$ cat src/hdl/tcce_pkg.sv
// Shared types and constants for the text console cursor engine.
// No dependencies; imported by tcce_front, tcce_back and the top level.
`default_nettype none

package tcce_pkg;

    localparam int COLUMNS_DEF  = 80;
    localparam int ROWS_DEF     = 25;
    localparam int TAB_STEP_DEF = 4;

    localparam logic [7:0] CH_NEWLINE   = 8'd10;
    localparam logic [7:0] CH_BACKSPACE = 8'd8;
    localparam logic [7:0] CH_TAB       = 8'd9;

    localparam int CFG_DW = 4;
    localparam logic REG_FG = 1'b0;
    localparam logic REG_BG = 1'b1;

    localparam logic [3:0] FG_RESET = 4'd15;
    localparam logic [3:0] BG_RESET = 4'd0;

    typedef enum logic [1:0] {
        ACT_PUT   = 2'd0,
        ACT_CLEAR = 2'd1,
        ACT_PAINT = 2'd2,
        ACT_READ  = 2'd3
    } t_action;

    typedef enum logic [2:0] {
        K_PUT,
        K_NEWLINE,
        K_BACKSPACE,
        K_TAB,
        K_CLEAR,
        K_PAINT,
        K_READ
    } t_kind;

    typedef struct packed {
        logic [1:0]  action;
        logic [7:0]  char_code;
        logic [10:0] cell_address;
    } t_in;

    typedef struct packed {
        logic [15:0] read_data;
        logic [10:0] cursor_after;
        logic        scrolled;
    } t_out;

    // classified request handed from front to back
    typedef struct packed {
        t_kind       kind;
        logic [7:0]  ch;
        logic [10:0] addr;
        logic        addr_ok;
    } t_cmd;

    typedef struct packed {
        logic valid;
        t_cmd cmd;
    } t_cmd_if;

    typedef enum logic [2:0] {
        S_INIT,
        S_IDLE,
        S_READ,
        S_FILL,
        S_SCROLL_COPY,
        S_SCROLL_ZERO
    } t_state;

endpackage

`default_nettype wire

$ cat src/hdl/tcce_front.sv
// Front end: accepts requests, classifies them and queues them (two entries).
// Depends on tcce_pkg.
`default_nettype none

module tcce_front #(
    parameter int CELLS = tcce_pkg::COLUMNS_DEF * tcce_pkg::ROWS_DEF
) (
    input  wire logic           i_clk,
    input  wire logic           i_rst_n,
    input  wire logic           i_in_valid,
    output logic                o_in_stall,
    input  wire tcce_pkg::t_in  i_in_data,
    input  wire logic           i_ready,
    output tcce_pkg::t_cmd_if   o_cmd,
    input  wire logic           i_pop
);
    import tcce_pkg::*;

    t_cmd       r_q [2];
    logic       r_wp;
    logic       r_rp;
    logic [1:0] r_count;
    logic [1:0] n_count;
    t_cmd       cls;
    logic       push;
    logic       full;

    always_comb begin
        cls.ch      = i_in_data.char_code;
        cls.addr    = i_in_data.cell_address;
        cls.addr_ok = int'(i_in_data.cell_address) < CELLS;
        unique case (t_action'(i_in_data.action))
            ACT_PUT: begin
                priority if (i_in_data.char_code == CH_NEWLINE) begin
                    cls.kind = K_NEWLINE;
                end else if (i_in_data.char_code == CH_BACKSPACE) begin
                    cls.kind = K_BACKSPACE;
                end else if (i_in_data.char_code == CH_TAB) begin
                    cls.kind = K_TAB;
                end else begin
                    cls.kind = K_PUT;
                end
            end
            ACT_CLEAR: cls.kind = K_CLEAR;
            ACT_PAINT: cls.kind = K_PAINT;
            ACT_READ:  cls.kind = K_READ;
            default:   cls.kind = K_READ;
        endcase
    end

    assign full       = r_count == 2'd2;
    assign o_in_stall = full | ~i_ready;
    assign push       = i_in_valid & ~o_in_stall;

    always_comb begin
        n_count = r_count;
        if (push && !i_pop) begin
            n_count = r_count + 2'd1;
        end else if (!push && i_pop) begin
            n_count = r_count - 2'd1;
        end
    end

    always_ff @(posedge i_clk) begin
        if (!i_rst_n) begin
            r_wp    <= 1'b0;
            r_rp    <= 1'b0;
            r_count <= 2'd0;
        end else begin
            r_count <= n_count;
            if (push) begin
                r_wp <= ~r_wp;
            end
            if (i_pop) begin
                r_rp <= ~r_rp;
            end
        end
    end

    always_ff @(posedge i_clk) begin
        if (push) begin
            r_q[r_wp] <= cls;
        end
    end

    assign o_cmd.valid = r_count != 2'd0;
    assign o_cmd.cmd   = r_q[r_rp];

    a_no_pop_empty: assert property (@(posedge i_clk) disable iff (!i_rst_n)
        i_pop |-> r_count != 2'd0)
        else $error("pop from empty request queue");
    a_count_range: assert property (@(posedge i_clk) disable iff (!i_rst_n)
        r_count != 2'd3)
        else $error("request queue count out of range");
    a_ptr_match: assert property (@(posedge i_clk) disable iff (!i_rst_n)
        (r_count == 2'd0 || r_count == 2'd2) |-> r_wp == r_rp)
        else $error("queue pointers disagree with count");

endmodule

`default_nettype wire

$ cat config.mk
export PLATFORM = sky130hd
export DESIGN_NAME = tcce_front
export DESIGN_NICKNAME = d
export VERILOG_FILES = /design/src/hdl/tcce_pkg.sv /design/src/hdl/tcce_front.sv
export SDC_FILE = /design/constraint.sdc
export NUM_CORES = 1
export LEC_CHECK = 0
export BUFFER_PORTS_ARGS = -buffer_cell sky130_fd_sc_hd__buf_2
export CAP_MARGIN = 20
export CORE_UTILIZATION = 33
export DETAILED_ROUTE_END_ITERATION = 7
export SYNTH_ARGS = -nofsm -noshare
export SYNTH_HDL_FRONTEND = slang
export SYNTH_SLANG_ARGS = --single-unit
$ cat constraint.sdc
create_clock -name i_clk -period 1.9 [get_ports i_clk]
set_input_delay 0.19 -clock i_clk [delete_from_list [all_inputs] [get_ports i_clk]]
set_output_delay 0.19 -clock i_clk [all_outputs]
set_load 0.01 [all_outputs]
==> results.json, run 1 <==
{
  "synth_top_area_cell": "edfxtp_1",
  "syn_area_per_cell_um2": 17.9,
  "clock-root-buffer": "clkbuf_8",
  "endpoint_kind": "flip-flop",
  "wl_um": 3360,
  "synthTopCellsByArea": "edfxtp_1, mux2_2, dfxtp_1, xor2_1, and2_1",
  "yosys_warnings": 0,
  "post_cts.repair.setup_buffers": 0,
  "drc_errors": 0,
  "hold_class": "in2reg",
  "fin_area_um2": 2450,
  "netlist_area_um2": 1950,
  "fin_tns_setup_ns": 0,
  "max_slew_margin_pct": 62.9,
  "rsz0062_at_grt": "no",
  "cts_htree_levels": 2,
  "numCtsBuffers": 5,
  "cts_max_path_buffers": 2,
  "grt_max_degree": 16,
  "post_drt_via_cell_ratio": 4.50,
  "syn_to_final_growth_pct": 25.4,
  "firstDrtPassIters": 4,
  "async_flop_share_pct": 0,
  "grt_pass1_wl_um": 5310,
  "start_util_pct": 34.8,
  "worst-path-max-fanout": 4,
  "numClockSinks": 51,
  "io_buffers": 50,
  "dieArea_um2": 6230,
  "status": "complete, no violations",
  "drtIter0Drc": 34,
  "leakage_nw": 0.934,
  "fp.dieW_um": 78.9,
  "rows": 27,
  "gp_congestion": 0.677,
  "pin_count": 51,
  "ys_types": 23,
  "synthFlopType": "edfxtp_1",
  "clk_pin_slew_worst_paths_ns": 0.08,
  "setup_viol": 0,
  "hold_depth": 1,
  "critPathLaunchType": "flip-flop",
  "die_h_um": 78.9,
  "netlist.area_leader.share_pct": 70.7,
  "path_class": "reg2reg",
  "synth_most_common_cell": "edfxtp_1",
  "cp.required_ns": 2.13,
  "arrival_ns": 1.82,
  "stdcell_count": 244,
  "r2r_end": "r_count[1]$_SDFFE_PN0P_",
  "r2r_cells": 6,
  "hp-start": "i_in_data[3]",
  "final.min_clock_period_ns": 1.60,
  "skew_ns": 0.00232,
  "antenna_cells": 0,
  "ys_ff_latch": 51,
  "coreArea_um2": 5610,
  "ant_nets": 0,
  "worstMarginPinSlew_ns": 0.551,
  "placed_cells": 236,
  "netlist_instances": 109,
  "final_nets": 198,
  "globalRouteOverflowTotal": 0,
  "yosys-top-cells-count": "edfxtp_1, mux2_2, dfxtp_1",
  "dpl.hpwl_um": 2490,
  "cts_tree": "built",
  "peakVddDrop_mv": 0.427,
  "vias": 1099,
  "postPlaceCellArea_um2": 2340,
  "post_drt_wl_per_cell_um": 13.8,
  "drive_gt1_share_pct": 52.9,
  "final_util_pct": 43.7,
  "max-cap-violations": 0,
  "antenna_found_initial": 0,
  "holdPathEnd": "r_q[0][4]$_DFFE_PP_",
  "first_global_vias": 1099,
  "fmax_mhz": 626,
  "ctsHoldBuffers": 0,
  "hold_viol": 0,
  "r2r-start": "r_count[1]$_SDFFE_PN0P_",
  "ys_seq_area_share_pct": 75.8,
  "power.total_mw": 2.32,
  "synth_edf_count": 46,
  "drv_slew": 0,
  "synth_nets": 136,
  "power_density_nw_per_um2": 949,
  "fin_crit_sh_pct": 84.0,
  "rrSetupSlack_ns": 0.30,
  "clock_latency_ns": 0.29,
  "cts_resized": 0,
  "fill_cells": 547,
  "grt_use_total_pct": 11.6
}
report_power, final:
| part | switching (mW) | internal [mW] |
|---|---|---|
| clock network | 0.326 | 0.386 |
| logic | 0.155 | 0.150 |
| registers | 0.0216 | 1.29 |
| total | 0.503 | 1.82 |
registers in the layout, indices dropped and copies added, names as in the netlist, named ones only:
name / count
r_count: 2
r_rp: 1
r_q: 46
r_wp: 1
kinds of logic after synthesis:
group	count (synthesis)	share of synthesized area (%)
compound gates	7	2.44
simple gates	16	4.23
fa+ha+maj	1	0.641
xor+xnor	4	1.79
mux	24	13.8
buf+inv	6	1.28
flops	51	75.8
metrics by stage:
stage          hold slack [ns]  worst slack, ns
3_3_place_gp             0.379            0.417
6_report                0.0804            0.303
5_1_grt                 0.0655            0.151
2_1_floorplan            0.289          -0.0603
4_1_cts                 0.0682            0.269
3_5_place_dp             0.381            0.293
routing by layer:
layer	track usage (%)	share of wire (%)	vias to the layer above	routed length [um]
met5	0	0	-	0
met4	5.45	2.0	0	68
met3	3.33	4.9	6	166
met2	20.6	52	33	1760
met1	12.8	40	528	1360
li1	-	-	532	-
layout make-up:
type / count / area, um^2 / area share [%]
clock buffers: 5 / 68.8 / 2.81
clock inverters: 3 / 38.8 / 1.58
inverters: 4 / 15.0 / 0.613
multi-input cells: 52 / 452 / 18.4
flip-flops and latches: 51 / 1480 / 60.5
well taps: 72 / 90.1 / 3.68
repair buffers: 57 / 303 / 12.4
worst max-delay path, stage by stage (launching register included):
cell,delay [ns]
dfxtp_1,0.36
inv_1,0.07
o211ai_1,0.22
inv_1,0.07
ha_1,0.31
or3_1,0.35
a21boi_1,0.14
worst max-delay path by stage:
| stage | start | endpoint | slack (ns) |
|---|---|---|---|
| finish | r_count[1]$_SDFFE_PN0P_ | r_count[1]$_SDFFE_PN0P_ | 0.30 |
| global route | r_count[1]$_SDFFE_PN0P_ | r_count[1]$_SDFFE_PN0P_ | 0.15 |
| CTS | r_count[1]$_SDFFE_PN0P_ | r_count[1]$_SDFFE_PN0P_ | 0.27 |
| detailed placement | r_count[1]$_SDFFE_PN0P_ | r_count[1]$_SDFFE_PN0P_ | 0.29 |
| global placement | r_count[1]$_SDFFE_PN0P_ | r_count[1]$_SDFFE_PN0P_ | 0.42 |
| floorplan | r_count[0]$_SDFFE_PN0P_ | r_q[0][0]$_DFFE_PP_ | -0.06 |
placed cells by master, fill, tap and decap left out, types with 2 or more instances in the layout:
cell      count
o21ai_0       2
nand2_1       4
inv_1         4
clkbuf_8      5
mux2_2       23
buf_2        50
nor2_2        2
dfxtp_1       5
and2_1        3
or2_2         2
buf_4         7
xor2_1        3
edfxtp_1     46
(Power assumes the default switching activity.)
==> run 2, diff against run 1 <==
==> constraint.sdc (replaced) <==
create_clock -name i_clk -period 1.7 [get_ports i_clk]
set_input_delay 0.17 -clock i_clk [delete_from_list [all_inputs] [get_ports i_clk]]
set_output_delay 0.17 -clock i_clk [all_outputs]
set_load 0.01 [all_outputs]
==> run 2 against run 1 <==
Against the previous run: combinational power is 12% higher; non-clock buffer count is 1 higher; sequential share of layout area is 0.42 points higher; clock skew is 0.00050 ns higher; global-route usage is 0.29 points lower; fmax is 0.62% higher.
==> results.json, run 2 (same netlist as run 1, synthesis figures left out) <==
{
  "setup_viol": 0,
  "r2r_end": "r_count[1]$_SDFFE_PN0P_",
  "critPathLaunchType": "flip-flop",
  "regArea_um2": 1480,
  "final_common_cell": "buf_2",
  "cp.required_ns": 1.92,
  "top_regs": "r_q: 46 flops, r_count: 2 flops",
  "fmax_mhz": 630,
  "numClockSinks": 51,
  "ctsHoldBuffers": 0,
  "regMostFlops": "r_q",
  "fp.dieW_um": 78.9,
  "cts_htree_levels": 2,
  "arrival_ns": 1.81,
  "skew_ns": 0.00282,
  "max-cap-violations": 0,
  "leakage_nw": 0.923,
  "dieArea_um2": 6230,
  "internal_power_mw": 1.89,
  "hold_viol": 0,
  "die_h_um": 78.9,
  "fin_area_um2": 2430,
  "r2r_cells": 6,
  "grt_pass1_wl_um": 5190,
  "status": "complete, no violations",
  "drv_slew": 0,
  "final.min_clock_period_ns": 1.59,
  "globalRouteOverflowTotal": 0,
  "clk_pin_slew_worst_paths_ns": 0.08,
  "grt_use_total_pct": 11.3,
  "postPlaceCellArea_um2": 2340,
  "ant_nets": 0,
  "hold_slack_ns": 0.0588,
  "final_nets": 199,
  "antenna_found_initial": 0,
  "firstDrtPassIters": 4,
  "first_global_vias": 1082,
  "swShare_pct": 23.0,
  "antenna_cells": 0,
  "drtIter0Drc": 34,
  "post_drt_via_cell_ratio": 4.51,
  "final_cell_mix": "buf_2, edfxtp_1, mux2_2",
  "clock-root-buffer": "clkbuf_8",
  "worst-path-max-fanout": 4,
  "power_density_nw_per_um2": 1010,
  "gp_congestion": 0.702,
  "pwr-share-seq_pct": 59.6,
  "hold_depth": 1,
  "peakVddDrop_mv": 0.337,
  "max_slew_margin_pct": 62.0,
  "clock_latency_ns": 0.29,
  "io_buffers": 50,
  "numCtsBuffers": 5,
  "fill_cells": 524,
  "multi_input_area_um2": 452,
  "path_class": "reg2reg",
  "hold_class": "in2reg",
  "p_comb_share_pct": 14.0,
  "cts_tree": "built",
  "drc_errors": 0,
  "post_drt_wl_per_cell_um": 13.7,
  "r2r-start": "r_count[1]$_SDFFE_PN0P_",
  "rrSetupSlack_ns": 0.11,
  "syn_to_final_growth_pct": 24.6,
  "coreArea_um2": 5610,
  "dpl.hpwl_um": 2420,
  "fin_crit_sh_pct": 93.4,
  "cts_max_path_buffers": 2,
  "p_sw_uw": 564,
  "clock_power_share_pct": 26.4,
  "holdPathEnd": "r_q[1][4]$_DFFE_PP_",
  "wl_um": 3360,
  "drive_gt1_share_pct": 53.2,
  "endpoint_kind": "flip-flop",
  "start_util_pct": 34.8,
  "rows": 27,
  "vias": 1104,
  "largest_register_ffs": 46,
  "pin_count": 51,
  "rsz0062_at_grt": "no",
  "hp-start": "i_in_data[3]",
  "grt_max_degree": 16,
  "worstMarginPinSlew_ns": 0.564
}
-- run 2: metrics by stage --
step                      cells  worst slack, ns  util [%]  setup TNS [ns]  power [mW]
after floorplan             109           -0.260         -          -11.97        1.68
after global placement      236            0.221      41.7               0        1.82
after detailed placement    236           0.0840      41.7               0        1.84
after CTS                   244           0.0646      43.2               0        2.49
after global routing        245          0.00391      43.4               0        2.58
final                       245            0.113      43.4               0        2.45
-- run 2: cell type report --
cell class	instances	area share, %
Sequential cell	51	60.9
Timing Repair Buffer	58	12.8
Multi-Input combinational cell	52	18.6
Clock inverter	3	0.617
Clock buffer	5	2.83
Inverter	4	0.617
Tap cell	72	3.70
-- run 2: worst max path at each step --
stage,start,endpoint,slack [ns],cells past startpoint
after floorplan,r_count[0]$_SDFFE_PN0P_,r_q[0][0]$_DFFE_PP_,-0.26,2
after global placement,r_count[1]$_SDFFE_PN0P_,r_count[1]$_SDFFE_PN0P_,0.22,6
after detailed placement,r_count[1]$_SDFFE_PN0P_,r_count[1]$_SDFFE_PN0P_,0.08,6
after CTS,r_count[1]$_SDFFE_PN0P_,r_count[1]$_SDFFE_PN0P_,0.06,6
after global routing,r_count[0]$_SDFFE_PN0P_,r_count[1]$_SDFFE_PN0P_,0.004,5
final,r_count[1]$_SDFFE_PN0P_,r_count[1]$_SDFFE_PN0P_,0.11,6
-- run 2: power groups by stage --
stage | Sequential (mW) | Clock, mW | Combinational, mW
floorplan | 1.49 | 0 | 0.194
global placement | 1.49 | 0 | 0.335
detailed placement | 1.49 | 0 | 0.346
CTS | 1.46 | 0.677 | 0.347
global route | 1.47 | 0.735 | 0.376
finish | 1.46 | 0.647 | 0.343
-- run 2: critical path: stages, from the launching register on --
cell and delay [ns]:
dfxtp_2 0.36, inv_1 0.05, o211ai_1 0.21, inv_1 0.09, ha_1 0.32, or3_1 0.35, a21boi_1 0.14
-- run 2: metal layers --
| layer | up-vias | wire [um] | global-route usage, % | part of all wire, % |
|---|---|---|---|---|
| li1 | 536 | - | - | - |
| met2 | 35 | 1720 | 19.0 | 51 |
| met4 | 0 | 38 | 5.45 | 1.1 |
| met1 | 531 | 1380 | 13.1 | 41 |
| met5 | - | 0 | 0 | 0 |
| met3 | 2 | 218 | 3.56 | 6.5 |
-- run 2: what timing repair did --
item | 4_1_cts | 5_1_grt
gates resized for setup | 0 | 1
buffers inserted | 0 | 1
endpoints found under the setup margin | 0 | 1
hold endpoints to repair | 0 | 0
==> run 3, diff against run 2 <==
--- a/config.mk
+++ b/config.mk
@@ -9,6 +9,7 @@
 export CAP_MARGIN = 20
 export CORE_UTILIZATION = 33
 export DETAILED_ROUTE_END_ITERATION = 7
+export RECOVER_POWER = 100
 export SYNTH_ARGS = -nofsm -noshare
 export SYNTH_HDL_FRONTEND = slang
 export SYNTH_SLANG_ARGS = --single-unit
==> run 3 against run 2 <==
Against the previous run: hold slack barely moved; cell count did not move; global-route usage did not move; highest routed layer unchanged; first-iteration DRC count rose by 2.9%; non-clock buffer count did not move; routed wire length fell by 0.80%; critical endpoint unchanged; design area fell by 2.1%; clock skew barely moved; total power fell by 0.91%; fmax barely moved; die area did not move; sequential share of layout area rose by 1.3 points.
==> results.json, run 3 (same netlist as run 1, synthesis figures left out) <==
{
  "status": "complete, no violations",
  "cp.required_ns": 1.92,
  "firstDrtPassIters": 4,
  "final_nets": 199,
  "crit_path_start": "r_count[1]$_SDFFE_PN0P_",
  "numClockSinks": 51,
  "die_h_um": 78.9,
  "ant_nets": 0,
  "fin_tns_setup_ns": 0,
  "cp_cell_sequence": "inv_1, o211ai_1, inv_1, ha_1, or3_1, a21boi_1",
  "placed_cells": 236,
  "leakage_nw": 0.823,
  "worstMarginPinSlew_ns": 0.588,
  "r2r-start": "r_count[1]$_SDFFE_PN0P_",
  "hold_class": "in2reg",
  "rrSetupSlack_ns": 0.11,
  "start_util_pct": 34.8,
  "path_class": "reg2reg",
  "hp-start": "i_in_data[3]",
  "setup_viol": 0,
  "globalRouteOverflowTotal": 0,
  "max_stage_delay_ns": 0.35,
  "regMostFlops": "r_q",
  "endpoint_kind": "flip-flop",
  "cts_tree": "built",
  "vias": 1101,
  "io_buffers": 50,
  "coreArea_um2": 5610,
  "syn_to_final_growth_pct": 22.0,
  "cp_slowest_cell": "dfxtp_2",
  "first_global_vias": 1082,
  "numCtsBuffers": 5,
  "gp_congestion": 0.702,
  "fmax_mhz": 631,
  "antenna_found_initial": 0,
  "post_drt_wl_per_cell_um": 13.6,
  "rows": 27,
  "fp.dieW_um": 78.9,
  "max-cap-violations": 0,
  "ctsHoldBuffers": 0,
  "drc_errors": 0,
  "cts_htree_levels": 2,
  "stdcell_count": 245,
  "drive_gt1_share_pct": 32.4,
  "max_slew_margin_pct": 60.5,
  "peakVddDrop_mv": 0.337,
  "hold_viol": 0,
  "arrival_ns": 1.81,
  "wl_um": 3330,
  "clk_pin_slew_worst_paths_ns": 0.09,
  "antenna_cells": 0,
  "cts_max_path_buffers": 2,
  "grt_max_degree": 16,
  "largest_register_ffs": 46,
  "final_common_cell": "edfxtp_1",
  "critical_path.top_delay_family": "flip-flops",
  "worst-path-max-fanout": 4,
  "clock_latency_ns": 0.29,
  "top_regs": "r_q: 46 flops, r_count: 2 flops",
  "finalWorstSetupSlack_ns": 0.114,
  "dieArea_um2": 6230,
  "post-place-ws_ns": 0.0840,
  "dpl.hpwl_um": 2420,
  "drv_slew": 0,
  "grt_pass1_wl_um": 5190,
  "fin_area_um2": 2380,
  "pin_count": 51,
  "skew_ns": 0.00250,
  "final.min_clock_period_ns": 1.59,
  "post_drt_via_cell_ratio": 4.49,
  "crit_buf_inv": 2,
  "rsz0062_at_grt": "no",
  "grt_use_total_pct": 11.3,
  "power_density_nw_per_um2": 1020,
  "final_cell_mix": "edfxtp_1, clkbuf_1, mux2_2",
  "fin_crit_sh_pct": 93.3,
  "postPlaceCellArea_um2": 2340,
  "critPathLaunchType": "flip-flop",
  "clock-root-buffer": "clkbuf_8",
  "drtIter0Drc": 35,
  "cpMostUsedCell": "inv_1"
}
## run 3: cell count changes in the layout (fill, tap and decap cells not counted), sizes merged
cell and delta:
buf -42, clkbuf +42
## run 3: final timing paths
| check | end | cells past startpoint |
|---|---|---|
| worst max-delay path | r_count[1]$_SDFFE_PN0P_ | 6 |
| worst min-delay path | r_q[1][4]$_DFFE_PP_ | 1 |
| worst max register to register | r_count[1]$_SDFFE_PN0P_ | 6 |
| worst min register to register | r_wp$_SDFFE_PN0N_ | 2 |
## run 3: cell type report
class / count / area, um^2
Clock buffer: 5 / 68.8
Clock inverter: 3 / 15.0
Fill cell: 550 / 3230
Inverter: 4 / 15.0
Multi-Input combinational cell: 52 / 452
Sequential cell: 51 / 1480
Tap cell: 72 / 90.1
Timing Repair Buffer: 58 / 259
## run 3: power breakdown
| part | total, mW | internal, mW | switching (mW) |
|---|---|---|---|
| clock | 0.647 | 0.280 | 0.367 |
| combinational | 0.321 | 0.147 | 0.174 |
| sequential | 1.46 | 1.44 | 0.0237 |
## run 3: per-stage QoR
stage          hold slack [ns]  total power [mW]  util, %
5_1_grt                 0.0394              2.56     42.5
3_5_place_dp             0.362              1.84     41.7
3_3_place_gp             0.359              1.82     41.7
2_1_floorplan            0.269              1.68        -
6_report                0.0592              2.43     42.5
4_1_cts                 0.0478              2.49     43.2
## run 3: repair_timing
item	CTS	global route
gates resized for setup	0	1
endpoints found under the setup margin	0	1
buffers inserted	0	1
## run 3: worst register-to-register path, stage by stage (launching register included)
cell	delay, ns
dfxtp_2	0.35
inv_1	0.05
o211ai_1	0.21
inv_1	0.09
ha_1	0.33
or3_1	0.35
a21boi_1	0.14
## run 3: per-layer routing
metal / routed length [um] / global-route usage [%] / vias to the layer above
met5: 0 / 0 / -
met4: 38 / 5.45 / 0
met3: 189 / 3.56 / 2
met2: 1730 / 19.0 / 33
met1: 1370 / 13.1 / 528
li1: - / - / 538
